## src/design/fxalu_pkg.sv

```systemverilog
// shared types, codes and constants of the q24.8 fixed-point alu
`default_nettype none
package fxalu_pkg;

	localparam int WordBits = 32;
	localparam int FracBits = 8;
	// quotient bits of the divider, one per cell
	localparam int NumBits = WordBits + FracBits;

	localparam logic [WordBits-1:0] WordMax = {1'b0, {(WordBits-1){1'b1}}};
	localparam logic [WordBits-1:0] WordMin = {1'b1, {(WordBits-1){1'b0}}};

	typedef enum logic [3:0] {
		ACT_ADD      = 4'd0,
		ACT_SUB      = 4'd1,
		ACT_MUL      = 4'd2,
		ACT_DIV      = 4'd3,
		ACT_GT       = 4'd4,
		ACT_LT       = 4'd5,
		ACT_GE       = 4'd6,
		ACT_LE       = 4'd7,
		ACT_EQ       = 4'd8,
		ACT_NE       = 4'd9,
		ACT_MIN      = 4'd10,
		ACT_MAX      = 4'd11,
		ACT_INC      = 4'd12,
		ACT_DEC      = 4'd13,
		ACT_FROM_INT = 4'd14,
		ACT_TO_INT   = 4'd15
	} action_t;

	localparam logic [1:0] ST_OK   = 2'd0;
	localparam logic [1:0] ST_SAT  = 2'd1;
	localparam logic [1:0] ST_DIVZ = 2'd2;

	// result that rides along the divider chain
	typedef struct packed {
		logic                is_div;
		logic                neg;
		logic [WordBits-1:0] value;
		logic                cmp;
		logic [1:0]          status;
	} side_t;

	// divider working set handed from cell to cell
	typedef struct packed {
		logic [WordBits-1:0] rem;
		logic [NumBits-1:0]  num;
		logic [NumBits-1:0]  quo;
		logic [WordBits-1:0] den;
	} div_t;

	function automatic logic [WordBits-1:0] mag(input logic [WordBits-1:0] x);
		mag = x[WordBits-1] ? (~x + 1'b1) : x;
	endfunction

endpackage
`default_nettype wire

```

## src/design/fxalu_cell.sv

```systemverilog
// one restoring division step, registered, with the result riding along
`default_nettype none
module fxalu_cell (
	input  wire logic             clk,
	input  wire logic             arst_n,
	input  wire logic             adv,
	input  wire logic             in_valid,
	input  fxalu_pkg::side_t      in_side,
	input  fxalu_pkg::div_t       in_div,
	output logic                  valid_q,
	output fxalu_pkg::side_t      side_q,
	output fxalu_pkg::div_t       div_q
);

	logic [fxalu_pkg::WordBits:0] trial;
	logic [fxalu_pkg::WordBits:0] diff;
	logic                         take;
	fxalu_pkg::div_t              div_d;

	always_comb begin
		trial = {in_div.rem, in_div.num[fxalu_pkg::NumBits-1]};
		take  = trial >= {1'b0, in_div.den};
		diff  = trial - {1'b0, in_div.den};
		div_d     = in_div;
		div_d.num = {in_div.num[fxalu_pkg::NumBits-2:0], 1'b0};
		div_d.quo = {in_div.quo[fxalu_pkg::NumBits-2:0], take};
		// the remainder stays below the divisor, so it fits the word
		div_d.rem = take ? diff[fxalu_pkg::WordBits-1:0] : trial[fxalu_pkg::WordBits-1:0];
	end

	always_ff @(posedge clk or negedge arst_n) begin
		if (!arst_n) begin
			valid_q <= 1'b0;
		end else if (adv) begin
			valid_q <= in_valid;
		end
	end

	always_ff @(posedge clk) begin
		if (adv) begin
			side_q <= in_side;
			div_q  <= div_d;
		end
	end

endmodule
`default_nettype wire
```

## config.mk

```make
export PLATFORM = sky130hd
export DESIGN_NAME = fxalu_cell
export DESIGN_NICKNAME = d
export VERILOG_FILES = /design/src/design/fxalu_pkg.sv /design/src/design/fxalu_cell.sv
export SDC_FILE = /design/constraint.sdc
export NUM_CORES = 1
export LEC_CHECK = 0
export ABC_AREA = 1
export BUFFER_PORTS_ARGS = -buffer_cell sky130_fd_sc_hd__buf_4
export CELL_PAD_IN_SITES_DETAIL_PLACEMENT = 0
export CELL_PAD_IN_SITES_GLOBAL_PLACEMENT = 1
export CORE_UTILIZATION = 36
export DETAILED_ROUTE_END_ITERATION = 8
export GPL_ROUTABILITY_DRIVEN = 0
export PLACE_DENSITY = 0.86
export SYNTH_ARGS = -nofsm -noshare
export SYNTH_HDL_FRONTEND = slang
export SYNTH_SLANG_ARGS = --single-unit
export TNS_END_PERCENT = 5
```

## constraint.sdc

```tcl
create_clock -name clk -period 1 [get_ports clk]
set_clock_uncertainty 0.2 [all_clocks]
set_input_delay 0.05 -clock clk [delete_from_list [all_inputs] [get_ports clk]]
set_output_delay 0.05 -clock clk [all_outputs]
set_load 0.01 [all_outputs]
```

# ---- Word-level counts from Yosys, hierarchy flattened
# Cells that the tools add are included.
dict set report word_totals {
  regBits 181
  in_bits 185
  out_inout_bits 182
  wordCells 13
}
dict set report classes {
  add_sub_neg 1
  n_lt_le_gt_ge 1
  muxes 1
}
# cell count
set ops {}
lappend ops {{$ge A33 B32 Y1} 1}
lappend ops {{$mux W32} 1}
lappend ops {{$sub A32 B32 Y32} 1}

# ---- Longest topological paths before layout
dict set report depth {
  word_depth 2
  depth_mapped 16
  depth_no_buf 14
}

# ---- Worst setup path after synthesis
# Ideal clock, no wire load.
dict set report synth_path {
  path_type {input port to flip-flop}
  from {input port in_div[111] (netlist name)}
  to {register div_q[128] (netlist name) (data pin)}
  setup_time_ns 0.252
  arrival_time_ns 1.395
  required_ns 0.548
  path_slack_ns -0.848
  stages 13
  n_path_buf 0
  cell_sequence {inv_1 -> ha_1 -> fa_1 -> inv_1 -> nand3_1 -> nand3_1 -> nand2_1 -> nand3_1 -> nand3_1 -> nand2_1 -> nand2_1 -> nand3_2 -> nand2_1}
}
# item line
set synth_rtl {}
lappend synth_rtl {{start: declaration} fxalu_cell.sv:9} ;# input fxalu_pkg::div_t in_div,
lappend synth_rtl {{end signal: assignment} fxalu_cell.sv:42} ;# div_q <= div_d;
lappend synth_rtl {{end: declaration} fxalu_cell.sv:12} ;# output fxalu_pkg::div_t div_q

==> run summary <==
Status -> finished, violations left
Failing checks -> negative hold slack, negative setup slack
Placed Cells incl. Taps -> 1,611
Leakage -> 7.93 nW
Pint -> 16.4 mW
Iter 0 DRT Violations -> 571
Vias in the first global route -> 8,891
Synth cell types -> 30
Hold slack -> -373 ps
Most Frequent Cell on Critical Path -> nor3_4
Row count -> 56
Cells along the critical path -> buf_8 -> ha_4 -> inv_4 -> nor3_4 -> nand2_2 -> nor3_4 -> nand2_8 -> buf_12 -> buf_16 -> nand3_1 -> nand2_1
Arrival time of the worst setup path -> 1610 ps
Sw Pwr -> 7.15 mW
First-pass GRT wire length -> 49,000 um
Final Worst Setup Slack -> -620 ps
Reg2reg start -> valid_q$_DFFE_PN0P_
Non-Filler Instances -> 1,869
Top cells by count, synth -> nand2_1, edfxtp_1, inv_1
Peak supply drop -> 1.03 mV
Worst reg2reg path endpoint -> valid_q$_DFFE_PN0P_
Pins Over Slew Limit -> 0
Largest net degree at the start of global routing -> 23
I/O Buffers -> 364
Cell depth of the worst flop-to-flop path -> 1
Tot GR Track Use -> 27.4%
Syn-to-layout area delta -> 102%
CTS root buffer -> clkbuf_16
EDFF count, synth -> 180
Net Sw Frac -> 30.4%
Syn nets -> 1,049
Total negative slack -> -59,260 ps
Die area -> 24,500 sq um
Drt pass-1 iters -> 5
Io pins -> 367
Worst-skew pair later-pin latency -> 440 ps
Reg clk slew, reported paths -> 80 ps
CTS max path bufs -> 2
Reg power frac -> 40.6%
CP peak stage delay -> 290 ps
Clock share of power -> 30.0%
Final period util -> 162%
Power share of the combinational group -> 29.3%
Syn. warnings -> 0
Yosys reg bits -> 181
Post-DP HPWL -> 22,500 um
Routed vias -> 8,854
Final Setup Violations -> 214
Via-per-instance ratio -> 4.74
Final worst path period need -> 1620 ps
Yosys top cell area share -> 62.8%
DRC Markers -> 0
Crit. End Element -> flip-flop
Total grt overflow -> 0
Ranking of synthesized cells by area -> edfxtp_1, nand2_1, inv_1
Critical path startpoint category -> primary input
Clock sink total -> 181
HP Class -> in -> reg
Die height -> 157 um
Final Hold Vio Count -> 56
Crit-path max FO -> 8
FFs w/ async S/R, synth -> 0.552%
Avg Synthesized Cell Area -> 10.4 sq um
FILL cells -> 1,481
Width of the chip -> 157 um
Overall power -> 23.5 mW
Post-route ant nets -> 0
Core area -> 23,500 sq um
Total of max-cap violations -> 0
Detailed-route wire length per cell -> 19.5 um
Seq/Total Area, Yosys -> 63.0%
R2R setup slack -> 10 ps
Critical Path RT -> 990 ps
Cell taking the most area after synthesis -> edfxtp_1
Share of layout cells above drive strength 1 -> 50.7%
Most instantiated library cell after synthesis -> nand2_1
Critical path endpoint -> div_q[132]$_DFFE_PP_
H-tree Lvls -> 4
Unrepaired setup endpoints after global routing -> yes
Nets -> 1,748
Mapped cell area -> 8610 sq um
CP startpoint -> in_div[142]
Top FF cell, synth -> edfxtp_1
Pwr Density -> 1360 nW/um^2
Max Clock Freq -> 617 MHz
CTS tree -> built
Cell count after synthesis -> 831
Layout Utilization -> 74.0%
Initial antenna violation count -> 8
Final WL -> 36,500 um
Crit Path Class -> in -> reg
Initial Utilization -> 36.7%
CP max-delay cell -> nor3_4
Clock buffer count from CTS -> 17
-- metrics by stage --
stage	instance area (sq um)	hold slack, ps	setup slack [ps]
global route	17400	-388	-664
floorplan	8900	-446	-763
detailed placement	12800	-360	-1180
finish	17400	-373	-620
CTS	16200	-386	-563
global placement	12800	-361	-1150
-- sequential cells by signal (all words and copies together) (netlist names) --
register and flops:
valid_q 1, div_q 143, side_q 37
-- layout make-up --
cell class / instances / area (sq um) / share of cell area [%]
repair buffers: 685 / 6590 / 37.9
flip-flops and latches: 181 / 5430 / 31.3
multi-input cells: 495 / 3720 / 21.4
inverters: 150 / 593 / 3.42
clock buffers: 17 / 425 / 2.45
well taps: 319 / 399 / 2.30
clock inverters: 15 / 190 / 1.10
diodes: 7 / 17.5 / 0.101
-- critical path: cells and delay by family --
family / cells / cell delay (ps)
AND/OR/NAND/NOR: 6 / 800
adder cells (fa/ha/maj): 1 / 280
buffers and inverters: 4 / 460
-- per-layer routing --
metal | GRT usage (%) | routed length, um | up-vias
met5 | 0 | 14 | -
li1 | - | - | 4118
met3 | 6.87 | 2590 | 106
met2 | 49.9 | 19100 | 380
met4 | 10.8 | 1370 | 2
met1 | 30.4 | 13400 | 4248
-- cells by family after synthesis --
group / synth area share (%)
xor gates and xnor gates: 1.42
AOI/OAI and AO/OA: 1.51
adders and majority gates: 4.88
other: 0.0435
DFF: 63.0
and+or+nand+nor: 21.3
buffers and inverters: 7.63
muxes: 0.131
-- repair_timing --
action	in CTS	in global routing
cloned	6	3
endpoints found under the setup margin	214	214
buffers inserted	11	20
hold buffers	169	12
pin swaps	36	100
gates resized for setup	213	249
endpoints found under the hold margin	254	67
-- cell usage in the layout, fill, tap and decap left out, types with 2 or more instances in the layout --
cell	n
clkinv_8	5
nand2_8	7
a21oi_4	2
nor2_1	15
nand3_4	3
nor3_2	6
a21o_1	2
inv_4	12
buf_8	3
nand2_4	26
clkbuf_16	19
edfxtp_1	180
ha_4	32
xor2_1	12
buf_12	11
inv_8	3
nand4_1	3
dlygate4sd3_1	181
nand2_1	193
diode_2	7
a21oi_2	8
inv_2	32
inv_6	4
nor2_2	11
buf_6	205
inv_12	2
nand2_2	59
a21oi_1	11
nand3_1	32
nor2_4	12
inv_1	106
nand3b_1	11
buf_4	281
nor3_4	2
and2_1	8
nand3_2	32
-- how the worst min path moves through the flow --
stage | to | cells after the start | slack, ps | from
2_1_floorplan | valid_q$_DFFE_PN0P_ | 0 | -450 | arst_n
3_5_place_dp | valid_q$_DFFE_PN0P_ | 1 | -360 | arst_n
6_report | div_q[0]$_DFFE_PP_ | 1 | -370 | in_div[0]
3_3_place_gp | valid_q$_DFFE_PN0P_ | 1 | -360 | arst_n
5_1_grt | div_q[0]$_DFFE_PP_ | 1 | -390 | in_div[0]
4_1_cts | div_q[0]$_DFFE_PP_ | 1 | -390 | in_div[0]
-- power by group through the flow --
stage	registers [mW]	clock network, mW	logic (mW)
finish	9.56	7.06	6.90
CTS	9.47	7.08	6.01
floorplan	9.90	0	1.63
detailed placement	9.54	0	4.80
global route	9.62	7.46	7.33
global placement	9.52	0	4.72
Note: power is estimated with default switching activity, not from simulation.
